==> config.mk <==
export PLATFORM = sky130hd
export DESIGN_NAME = lenient_utf8_decoder_core
export DESIGN_NICKNAME = d
export VERILOG_FILES = /design/src/lu8dec_pkg.sv /design/src/lu8dec_front.sv /design/src/lu8dec_queue.sv /design/src/lu8dec_back.sv /design/src/lenient_utf8_decoder_core.sv
export SDC_FILE = /design/constraint.sdc
export NUM_CORES = 1
export LEC_CHECK = 0
export BUFFER_PORTS_ARGS = -buffer_cell sky130_fd_sc_hd__buf_2
export CAP_MARGIN = 15
export CORE_UTILIZATION = 35
export DETAILED_ROUTE_END_ITERATION = 7
export GPL_ROUTABILITY_DRIVEN = 0
export PLACE_DENSITY = 0.51
export SLEW_MARGIN = 10
export SYNTH_ARGS = -nofsm -noshare
export SYNTH_HDL_FRONTEND = slang
export SYNTH_SLANG_ARGS = --single-unit
==> constraint.sdc <==
create_clock -name clk -period 14.4 [get_ports clk]
set_input_delay 1.44 -clock clk [delete_from_list [all_inputs] [get_ports clk]]
set_output_delay 1.44 -clock clk [all_outputs]
set_load 0.005 [all_outputs]
==> src/lu8dec_pkg.sv <==
// Package for the lenient UTF-8 decoder: job type between the front and back
// parts, byte class constants and the decode functions. No dependencies.
`default_nettype none

package lu8dec_pkg;

    localparam int CP_W = 21;

    // lead classification masks and patterns
    localparam logic [7:0] ASCII_LIMIT = 8'h80;
    localparam logic [7:0] MASK_2      = 8'hE0;
    localparam logic [7:0] LEAD_2      = 8'hC0;
    localparam logic [7:0] MASK_3      = 8'hF0;
    localparam logic [7:0] LEAD_3      = 8'hE0;
    localparam logic [7:0] MASK_4      = 8'hF8;
    localparam logic [7:0] LEAD_4      = 8'hF0;

    // announced sequence length codes
    localparam logic [2:0] LEN_BAD = 3'd0;
    localparam logic [2:0] LEN_1   = 3'd1;
    localparam logic [2:0] LEN_2   = 3'd2;
    localparam logic [2:0] LEN_3   = 3'd3;
    localparam logic [2:0] LEN_4   = 3'd4;

    typedef enum logic {
        JOB_CP,     // one ready code point
        JOB_FLUSH   // buffered bytes to re-decode at end of string
    } job_kind_t;

    typedef struct packed {
        job_kind_t          kind;
        logic [CP_W-1:0]    cp;
        logic [1:0]         n_bytes;
        logic [2:0][7:0]    bytes;
    } job_t;

    typedef struct packed {
        logic [1:0]              cnt;
        logic [2:0][CP_W-1:0]    cp;
    } run_t;

    function automatic logic [2:0] seq_len(input logic [7:0] b);
        logic [2:0] len;
        if (b < ASCII_LIMIT)               len = LEN_1;
        else if ((b & MASK_2) == LEAD_2)   len = LEN_2;
        else if ((b & MASK_3) == LEAD_3)   len = LEN_3;
        else if ((b & MASK_4) == LEAD_4)   len = LEN_4;
        else                               len = LEN_BAD;
        return len;
    endfunction

    function automatic logic [CP_W-1:0] combine(
        input logic [2:0] len,
        input logic [7:0] b0,
        input logic [7:0] b1,
        input logic [7:0] b2,
        input logic [7:0] b3
    );
        logic [CP_W-1:0] cp;
        if (len == LEN_2)
            cp = {10'd0, b0[4:0], b1[5:0]};
        else if (len == LEN_3)
            cp = {5'd0, b0[3:0], b1[5:0], b2[5:0]};
        else
            cp = {b0[2:0], b1[5:0], b2[5:0], b3[5:0]};
        return cp;
    endfunction

    // Re-decode up to three buffered bytes that precede the terminator.
    function automatic run_t decode_run(
        input logic [1:0]      n,
        input logic [2:0][7:0] bytes
    );
        run_t       r;
        logic [7:0] ext [0:4];
        logic [2:0] pos;
        logic [2:0] len;
        logic [3:0] span;
        ext[0] = bytes[0];
        ext[1] = bytes[1];
        ext[2] = bytes[2];
        ext[3] = 8'd0;
        ext[4] = 8'd0;
        pos    = 3'd0;
        r.cnt  = 2'd0;
        r.cp   = '0;
        for (int k = 0; k < 3; k++)
        begin
            if (pos < {1'b0, n})
            begin
                len  = seq_len(ext[pos]);
                span = {1'b0, pos} + {1'b0, len};
                if (len >= LEN_2 && span <= {2'b00, n})
                begin
                    r.cp[k] = combine(len, ext[pos], ext[pos + 3'd1],
                                      ext[pos + 3'd2], 8'd0);
                    pos     = span[2:0];
                end
                else
                begin
                    r.cp[k] = {13'd0, ext[pos]};
                    pos     = pos + 3'd1;
                end
                r.cnt = r.cnt + 2'd1;
            end
        end
        return r;
    endfunction

endpackage

`default_nettype wire

==> src/lu8dec_front.sv <==
// Front part: accepts bytes, tracks the pending sequence and issues jobs.
// Depends on lu8dec_pkg.
`default_nettype none

module lu8dec_front (
    input  wire logic               clk,
    input  wire logic               rst_n,
    input  wire logic               in_valid,
    output logic                    in_ready,
    input  wire logic [7:0]         byte_in,
    output logic                    push,
    output lu8dec_pkg::job_t        job,
    input  wire logic               queue_full
);

    logic [2:0][7:0] pend_reg;
    logic [2:0][7:0] pend_next;
    logic [1:0]      count_reg;
    logic [1:0]      count_next;
    logic            fire;
    logic [2:0]      lead_len;
    logic [2:0]      in_len;
    logic [2:0]      cnt_plus;
    logic [7:0]      s1;
    logic [7:0]      s2;

    assign in_ready = !queue_full;
    assign fire     = in_valid && in_ready;
    assign in_len   = lu8dec_pkg::seq_len(byte_in);
    assign lead_len = lu8dec_pkg::seq_len(pend_reg[0]) < lu8dec_pkg::LEN_2 ?
                      lu8dec_pkg::LEN_2 : lu8dec_pkg::seq_len(pend_reg[0]);
    assign cnt_plus = {1'b0, count_reg} + 3'd1;
    assign s1       = (count_reg == 2'd1) ? byte_in : pend_reg[1];
    assign s2       = (count_reg == 2'd2) ? byte_in : pend_reg[2];

    always_comb
    begin
        pend_next   = pend_reg;
        count_next  = count_reg;
        push        = 1'b0;
        job.kind    = lu8dec_pkg::JOB_CP;
        job.cp      = {13'd0, byte_in};
        job.n_bytes = count_reg;
        job.bytes   = pend_reg;
        if (fire)
        begin
            if (count_reg == 2'd0)
            begin
                if (byte_in != 8'd0)
                begin
                    if (in_len <= lu8dec_pkg::LEN_1)
                        push = 1'b1;     // ASCII or stray byte, raw
                    else
                    begin
                        pend_next[0] = byte_in;
                        count_next   = 2'd1;
                    end
                end
            end
            else if (byte_in == 8'd0)
            begin
                push       = 1'b1;       // truncated: hand buffer to back part
                job.kind   = lu8dec_pkg::JOB_FLUSH;
                count_next = 2'd0;
            end
            else if (cnt_plus >= lead_len)
            begin
                push       = 1'b1;
                job.cp     = lu8dec_pkg::combine(lead_len, pend_reg[0], s1, s2, byte_in);
                count_next = 2'd0;
            end
            else
            begin
                pend_next[count_reg] = byte_in;
                count_next           = cnt_plus[1:0];
            end
        end
    end

    always_ff @(posedge clk or negedge rst_n)
    begin
        if (!rst_n)
            count_reg <= 2'd0;
        else
            count_reg <= count_next;
    end

    always_ff @(posedge clk)
    begin
        pend_reg <= pend_next;
    end

endmodule

`default_nettype wire

==> src/lu8dec_queue.sv <==
// Two-entry job queue between the front and back parts.
// Depends on lu8dec_pkg.
`default_nettype none

module lu8dec_queue (
    input  wire logic               clk,
    input  wire logic               rst_n,
    input  wire logic               push,
    input  wire lu8dec_pkg::job_t   push_job,
    output logic                    full,
    output logic                    not_empty,
    input  wire logic               pop,
    output lu8dec_pkg::job_t        head
);

    lu8dec_pkg::job_t mem_reg [0:1];
    logic             wr_ptr_reg;
    logic             wr_ptr_next;
    logic             rd_ptr_reg;
    logic             rd_ptr_next;
    logic [1:0]       fill_reg;
    logic [1:0]       fill_next;
    logic             do_pop;

    assign full      = (fill_reg == 2'd2);
    assign not_empty = (fill_reg != 2'd0);
    assign head      = mem_reg[rd_ptr_reg];
    assign do_pop    = pop && not_empty;

    always_comb
    begin
        wr_ptr_next = push   ? !wr_ptr_reg : wr_ptr_reg;
        rd_ptr_next = do_pop ? !rd_ptr_reg : rd_ptr_reg;
        fill_next   = fill_reg + {1'b0, push} - {1'b0, do_pop};
    end

    always_ff @(posedge clk or negedge rst_n)
    begin
        if (!rst_n)
        begin
            wr_ptr_reg <= 1'b0;
            rd_ptr_reg <= 1'b0;
            fill_reg   <= 2'd0;
        end
        else
        begin
            wr_ptr_reg <= wr_ptr_next;
            rd_ptr_reg <= rd_ptr_next;
            fill_reg   <= fill_next;
        end
    end

    always_ff @(posedge clk)
    begin
        if (push)
            mem_reg[wr_ptr_reg] <= push_job;
    end

endmodule

`default_nettype wire

==> src/lu8dec_back.sv <==
// Back part: expands the head job into one to three results.
// Depends on lu8dec_pkg.
`default_nettype none

module lu8dec_back (
    input  wire logic                          clk,
    input  wire logic                          rst_n,
    input  wire logic                          job_valid,
    input  wire lu8dec_pkg::job_t              job,
    output logic                               pop,
    output logic                               out_valid,
    input  wire logic                          out_ready,
    output logic [lu8dec_pkg::CP_W-1:0]        code_point,
    output logic                               last_of_run
);

    lu8dec_pkg::run_t run;
    logic [1:0]       idx_reg;
    logic [1:0]       idx_next;
    logic             fire;

    always_comb
    begin
        unique case (job.kind)
            lu8dec_pkg::JOB_CP:
            begin
                run.cnt   = 2'd1;
                run.cp    = '0;
                run.cp[0] = job.cp;
            end
            lu8dec_pkg::JOB_FLUSH:
                run = lu8dec_pkg::decode_run(job.n_bytes, job.bytes);
            default:
                run = '0;
        endcase
    end

    assign out_valid   = job_valid;
    assign code_point  = run.cp[idx_reg];
    assign last_of_run = (idx_reg == run.cnt - 2'd1);
    assign fire        = out_valid && out_ready;
    assign pop         = fire && last_of_run;
    assign idx_next    = fire ? (last_of_run ? 2'd0 : idx_reg + 2'd1) : idx_reg;

    always_ff @(posedge clk or negedge rst_n)
    begin
        if (!rst_n)
            idx_reg <= 2'd0;
        else
            idx_reg <= idx_next;
    end

endmodule

`default_nettype wire

==> src/lenient_utf8_decoder_core.sv <==
// Top level of the lenient UTF-8 decoder: front, job queue and back part.
// Depends on lu8dec_pkg, lu8dec_front, lu8dec_queue and lu8dec_back.
//
// Streaming UTF-8 decoder that takes one byte per transaction and returns
// code points. ASCII and stray bytes come out raw; 2-, 3- and 4-byte leads
// collect the following non-zero bytes (low six bits used, no overlong or
// surrogate checks). A zero byte ends the string: with a sequence pending,
// the lead comes out raw and the buffered bytes are decoded again as new
// leads, giving up to three results; last_of_run marks the final result of
// each input byte that yields results. Throughput is one byte per cycle
// while the job queue is not full; a flush holds the output for up to three
// results and the two-entry job queue absorbs the difference before input
// ready drops. Each result is held in the queue register between acceptance
// and output. The front part decides per byte whether it completes, extends
// or flushes a sequence; the back part walks the flush results.
`default_nettype none

module lenient_utf8_decoder_core (
    input  wire logic                      clk,
    input  wire logic                      rst_n,
    // byte channel
    input  wire logic                      in_valid,
    output logic                           in_ready,
    input  wire logic [7:0]                byte_in,
    // result channel
    output logic                           out_valid,
    input  wire logic                      out_ready,
    output logic [lu8dec_pkg::CP_W-1:0]    code_point,
    output logic                           last_of_run
);

    lu8dec_pkg::job_t new_job;
    lu8dec_pkg::job_t head_job;
    logic             push;
    logic             pop;
    logic             queue_full;
    logic             queue_not_empty;

    // front: pending sequence state, one job per byte that yields results
    lu8dec_front u_front (
        .clk        (clk),
        .rst_n      (rst_n),
        .in_valid   (in_valid),
        .in_ready   (in_ready),
        .byte_in    (byte_in),
        .push       (push),
        .job        (new_job),
        .queue_full (queue_full)
    );

    // queue decouples byte intake from multi-result output
    lu8dec_queue u_queue (
        .clk       (clk),
        .rst_n     (rst_n),
        .push      (push),
        .push_job  (new_job),
        .full      (queue_full),
        .not_empty (queue_not_empty),
        .pop       (pop),
        .head      (head_job)
    );

    // back: one result per output transaction, pops on the last one
    lu8dec_back u_back (
        .clk         (clk),
        .rst_n       (rst_n),
        .job_valid   (queue_not_empty),
        .job         (head_job),
        .pop         (pop),
        .out_valid   (out_valid),
        .out_ready   (out_ready),
        .code_point  (code_point),
        .last_of_run (last_of_run)
    );

endmodule

`default_nettype wire
; ---- Word level (Yosys, flattened, before mapping)
; Memories as Yosys holds them, arrays and structs flattened.
; Cells that the tools add are included.
[classes]
muxes = 101
bitwise_logic = 10
magnitude_cmp = 26
eq_ne = 31
n_reduce_logical = 18
add_sub_neg = 13
[op_table]
columns = cell, count
row1 = 21-bit 2-to-1 mux, 16
row2 = 8-bit binary-select mux with 3-bit select, 6
row3 = 65-bit one-hot mux with 2 select lines, 1
row4 = 3-bit 2-to-1 mux, 33
row5 = 8-bit 2-to-1 mux, 10
row6 = 6-bit 2-to-1 mux, 10
row7 = 22-bit 2-to-1 mux, 2
row8 = 21-bit binary-select mux with 2-bit select, 1
row9 = 8-bit < comparator (second input constant), 5
row10 = 5-bit equality test (second input constant), 5
row11 = 24-bit bitwise mux, 1
row12 = 3-bit by 2-bit equality test with 1-bit output (second input constant), 8
row13 = 4-bit greater-or-equal comparator (second input constant), 6
row14 = 3-bit inverter with 4-bit output, 6
row15 = 23-bit 2-to-1 mux, 1
row16 = 4-bit equality test (second input constant), 5
row17 = 2-bit 2-to-1 mux, 9
row18 = 8-bit demux with 2-bit select, 1
row19 = 3-bit equality test (second input constant), 5
row20 = 1-bit 2-to-1 mux, 10
row21 = 3-bit by 2-bit greater-or-equal comparator with 1-bit output (second input constant), 3
row22 = 3-bit by 3-bit adder with 4-bit output, 2
row23 = 4-bit by 2-bit less-or-equal comparator with 1-bit output, 2
row24 = 1-bit logical AND, 8
row25 = 29 further kinds, 43
[totals]
wordCells = 208
ram_bits = 96
output_inout_bits = 24
ff_bits = 32
memories = 1
[memory_table]
columns = name, depth, width, rd, rd_clocked_by_memory_dff, write_ports, line
row1 = u_queue.mem_reg, 2, 48, 1, 0, 1, lu8dec_queue.sv:16  ; lu8dec_pkg::job_t mem_reg [0:1];

; ---- Longest topological paths before layout
; An unclocked memory read counts as a cell.
[depth]
depth_word = 52
depth_mapped = 51

; ---- Modules after synthesis
; Synthesis repeated with hierarchy kept, for this count alone.
[hier_totals]
cells_unflattened = 901
area_unflattened_um2 = 9283.9
[modules_own_cells]
columns = mod, n_inst, seq_area_each_um2, cells_each, area_each_um2
row1 = lu8dec_back, 1, 50.0, 565, 3808.7
row2 = lu8dec_queue, 1, 2982.9, 166, 3709.8
row3 = lu8dec_front, 1, 770.7, 170, 1765.4

; ---- Worst setup path before layout
; No wires, ideal clock.
[synth_timing]
path_kind = reg2out
from = reg u_queue.rd_ptr_reg
to = out code_point[15] (netlist name)
t_arrival_ns = 11.459
n_path_buf = 14
stages_incl_launch_ff = 49
setup_slack_ns = 1.501
required_time_ns = 12.960
path_cell_list = dfrtp_1 > buf_6 > buf_2 > buf_1 > clkbuf_1 > buf_1 > buf_1 > buf_1 > mux2i_1 > ha_1 > nor2b_1 > o21a_1 > nor4_4 > inv_2 > clkbuf_1 > clkbuf_1 > nor4_1 > a21oi_1 > [... 13 more ...] > or2_2 > clkbuf_1 > a22o_1 > buf_2 > or3_1 > buf_2 > o21ai_0 > ha_1 > fa_1 > ha_1 > a21oi_1 > a21oi_1 > nor2_1 > nand2_1 > a311oi_1 > nand2b_1 > clkbuf_1 > o32ai_1
[synth_between]
elab_chain_len = 49
[synth_lines]
columns = item, line
row1 = start: declaration, lu8dec_queue.sv:19  ; logic rd_ptr_reg;
row2 = start signal: assignment, lu8dec_queue.sv:48  ; rd_ptr_reg <= rd_ptr_next;
row3 = memory 2 x 48 bit *, --
row4 = branches (longest 45 deep; another with 8-bit < comparator), --
row5 = 65-bit one-hot mux with 2 select lines *, lu8dec_back.sv:24  ; unique case (job.kind)
row6 = 21-bit binary-select mux with 2-bit select *, lu8dec_back.sv:39  ; assign code_point = run.cp[idx_reg];
row7 = 21-bit 2-to-1 mux (not written as such) *, lu8dec_back.sv:39
row8 = end: declaration, lenient_utf8_decoder_core.sv:28  ; output logic [lu8dec_pkg::CP_W-1:0] code_point,
; Every way passes the cells marked *. The select of a mux whose other input is x is not followed.

; ---- Worst setup path in the final report
; Ends and elaborated chain as after synthesis.

==> impl_metrics.csv <==
group,metric,value,unit
floorplanning,die_w,160,um
grt,grt_pass1_vias,7142,
final_layout,multi_input_comb_area,0.00462,mm^2
final_layout,final_nets,933,
sta,tightest_slew,1.11,ns
placement,place.detailed.hpwl,21.5,mm
yosys,netlist.top_cell.by_area,"sky130_fd_sc_hd__edfxtp_1",
final_layout,largest_register_ff_count,96,
yosys,synth_seq_cells,128,
detailed_routing,via_per_inst,6.06,
final_layout,insertedDiodeCount,0,
yosys,ys.warnings.count,0,
placement,dp_cells,1198,
worst_hold_path,worst_min_path_class,"register to register",
placement,place.port_buffers,35,
sta,slew-limit-headroom,0.241,
floorplanning,placeableCoreArea,0.0245,mm^2
detailed_routing,topRoutingLayerUsed,"met4",
floorplanning,initial_utilization,0.358,
grt,initial_antenna_violation_count,0,
yosys,syn_area_cell,9.86,um^2
critical_path,cp-end-kind,"primary output",
yosys,syn-cell-area,0.00876,mm^2
critical_path,crit_slowest_cell,"sky130_fd_sc_hd__dfrtp_4",
detailed_routing,finalWirelength,28.9,mm
final_layout,layout.cell_area.non_filler,0.00978,mm^2
floorplanning,floorplan.rows,57,
clock_network,number_of_h_tree_branching_levels,4,
final_layout,layoutNonFillerInstCount,1230,
clock_network,cts.repair_timing.setup_buffer_count,0,
detailed_routing,routed-wl-met3,1.88,mm
yosys,synthesized_instance_count,888,
clock_network,post_cts_hold_buffer_count,0,
critical_path,critical_path_class,"register to primary output",
sta,slew_viol_final,0,
grt,overflow,0,
yosys,ys_top_cells_by_area,"sky130_fd_sc_hd__edfxtp_1 41%, sky130_fd_sc_hd__mux2i_1 6.6%, sky130_fd_sc_hd__a21oi_1 4.3%",
yosys,synth_ff_type,"sky130_fd_sc_hd__edfxtp_1",
final_layout,post_route_cells_drive_above_1_share,0.145,
critical_path,critical-path-top-delay-family,"compound AO/OA/AOI/OAI gates",
grt,global_route_wire_length_before_repair,43.8,mm
yosys,synth_enable_flop_cells,120,
clock_network,tritoncts.num_buffers,17,
flow_run,cap_violations,0,
yosys,post-synth-top-area-fraction,0.411,
sta,final.setup_skew,0.0106,ns
sta,grt_setup_unrepaired,"false",
clock_network,tritoncts,"yes",
yosys,synth_fp_nets,928,
clock_network,worst_setup_hold_path_clk_slew,0.06,ns
placement,place_area,0.00918,mm^2
grt,grt_start_max_net_pins,49,
final_layout,sequential_standard_cell_area,0.00381,mm^2
yosys,synthArstFlopShare,0.0625,
sta,setup_violations,0,
grt,global_route.usage.total,0.228,
critical_path,critPathMaxStageDelay,0.82,ns
clock_network,clock_latency,0.43,ns
sta,timing.final.hold_violations,0,
detailed_routing,drc_errors,0,
detailed_routing,vias,7456,
detailed_routing,postRouteAntennaNets,0,
detailed_routing,routedWlPerCell,23.5,um
critical_path,timing.critical_path.mode_cell,"sky130_fd_sc_hd__ha_1",
final_layout,area.growth.synth_to_final,11.7,%
detailed_routing,drt-met1-wl,13.3,mm
floorplanning,die_area,0.0257,mm^2
sta,period_needed,13.43,ns
floorplanning,chipHeight,160,um
sta,layout_worst_path_cycle_share,0.933,
critical_path,worstPathMaxFanout,41,
sta,final.setup.tns,0,ns
yosys,number_of_distinct_library_cell_variants_in_the_gate_level_netlist_after_synthesis,77,
critical_path,worst_ep_required_time,12.96,ns
critical_path,critical_path.n_buffers_inverters,5,
floorplanning,io_pins,36,
detailed_routing,firstDrtPassIters,5,
clock_network,max-clock-path-buffers,2,
critical_path,critPathArrivalTime,11.99,ns
status,run_status,"completed",
critical_path,critical_path.startpoint_type,"register",
final_layout,n_fill_cell,2405,
yosys,synth_sequential_area_ratio,0.434,
clock_network,tritoncts_num_sinks,128,
sta,achievable-frequency,74.5,MHz
clock_network,cts-resized-gates,0,
clock_network,clock-root-buffer,"sky130_fd_sc_hd__clkbuf_16",
detailed_routing,drt_first_iter_violations,886,
detailed_routing,route.met2.wl,12.6,mm
-- stage by stage --
stage / hold WS, ns / setup WS [ns] / utilization
detailed placement: 0.433 / 1.65 / 0.375
global route: 0.480 / 0.0925 / 0.400
finish: 0.446 / 0.970 / 0.400
floorplan: 0.421 / 1.50 / -
CTS: 0.447 / 1.20 / 0.400
global placement: 0.428 / 1.94 / 0.375
-- cell usage in the layout, fill, tap and decap left out, drive strengths merged, types with 15 or more instances in the layout --
master and count:
inv 30, o21ai 45, nand2 52, a211oi 29
edfxtp 120, and3 17, a21oi 76, mux2 22
nor3 23, mux2i 58, nor2 95, nand3 15
buf 45, ha 26, clkbuf 17
-- area by class of cell --
| class | instances | share of cell area |
|---|---|---|
| Clock buffer | 17 | 0.0435 |
| Tap cell | 324 | 0.0414 |
| Inverter | 25 | 0.00959 |
| Clock inverter | 15 | 0.0187 |
| Multi-Input combinational cell | 676 | 0.472 |
| Sequential cell | 128 | 0.389 |
| Timing Repair Buffer | 45 | 0.0256 |
-- worst paths after layout --
check,start,end,slack [ns],depth (start not counted)
min in group asynchronous,rst_n,u_queue.fill_reg[0],0.88,1
worst max register to register,u_queue.rd_ptr_reg,u_queue.fill_reg[1],4.67,35
worst min-delay path,u_front.job[22],u_queue.mem_reg[0][22],0.45,0
worst min register to register,u_front.job[22],u_queue.mem_reg[0][22],0.45,0
worst max-delay path,u_queue.rd_ptr_reg,code_point[15],0.97,40
max in group asynchronous,rst_n,u_queue.rd_ptr_reg,13.28,1
-- per-layer routing --
layer	GRT usage	up-vias
met5	0	-
met4	0.105	0
li1	-	3460
met1	0.315	3594
met2	0.348	335
met3	0.0371	67
-- synth_stat cells (all sizes together) (8+ instances only) --
master	n
a211oi	29
a21oi	76
a221oi	8
a22o	11
a31oi	10
a32oi	11
and2	12
and3	17
buf	13
clkbuf	46
dfrtp	8
edfxtp	120
ha	26
inv	25
mux2	22
mux2i	58
nand2	52
nand2b	9
nand3	15
nor2	95
nor2b	8
nor3	23
o21ai	45
o22ai	12
o31ai	8
o32ai	12
or2	12
-- cell families (layout without fill, tap and decap cells) --
group / count (synthesis) / after routing / synth area share
compound gates: 297 / 297 / 0.237
xor+xnor: 5 / 5 / 0.00500
fa+ha+maj: 28 / 28 / 0.0417
buf+inv: 84 / 102 / 0.0389
flops: 128 / 128 / 0.434
mux: 80 / 80 / 0.0946
other cells: 1 / 1 / 0.000428
simple gates: 265 / 265 / 0.148
Power is left out: the tool's default activity adds up to more than one toggle a clock period on the data nets, which glitch-free logic cannot reach.
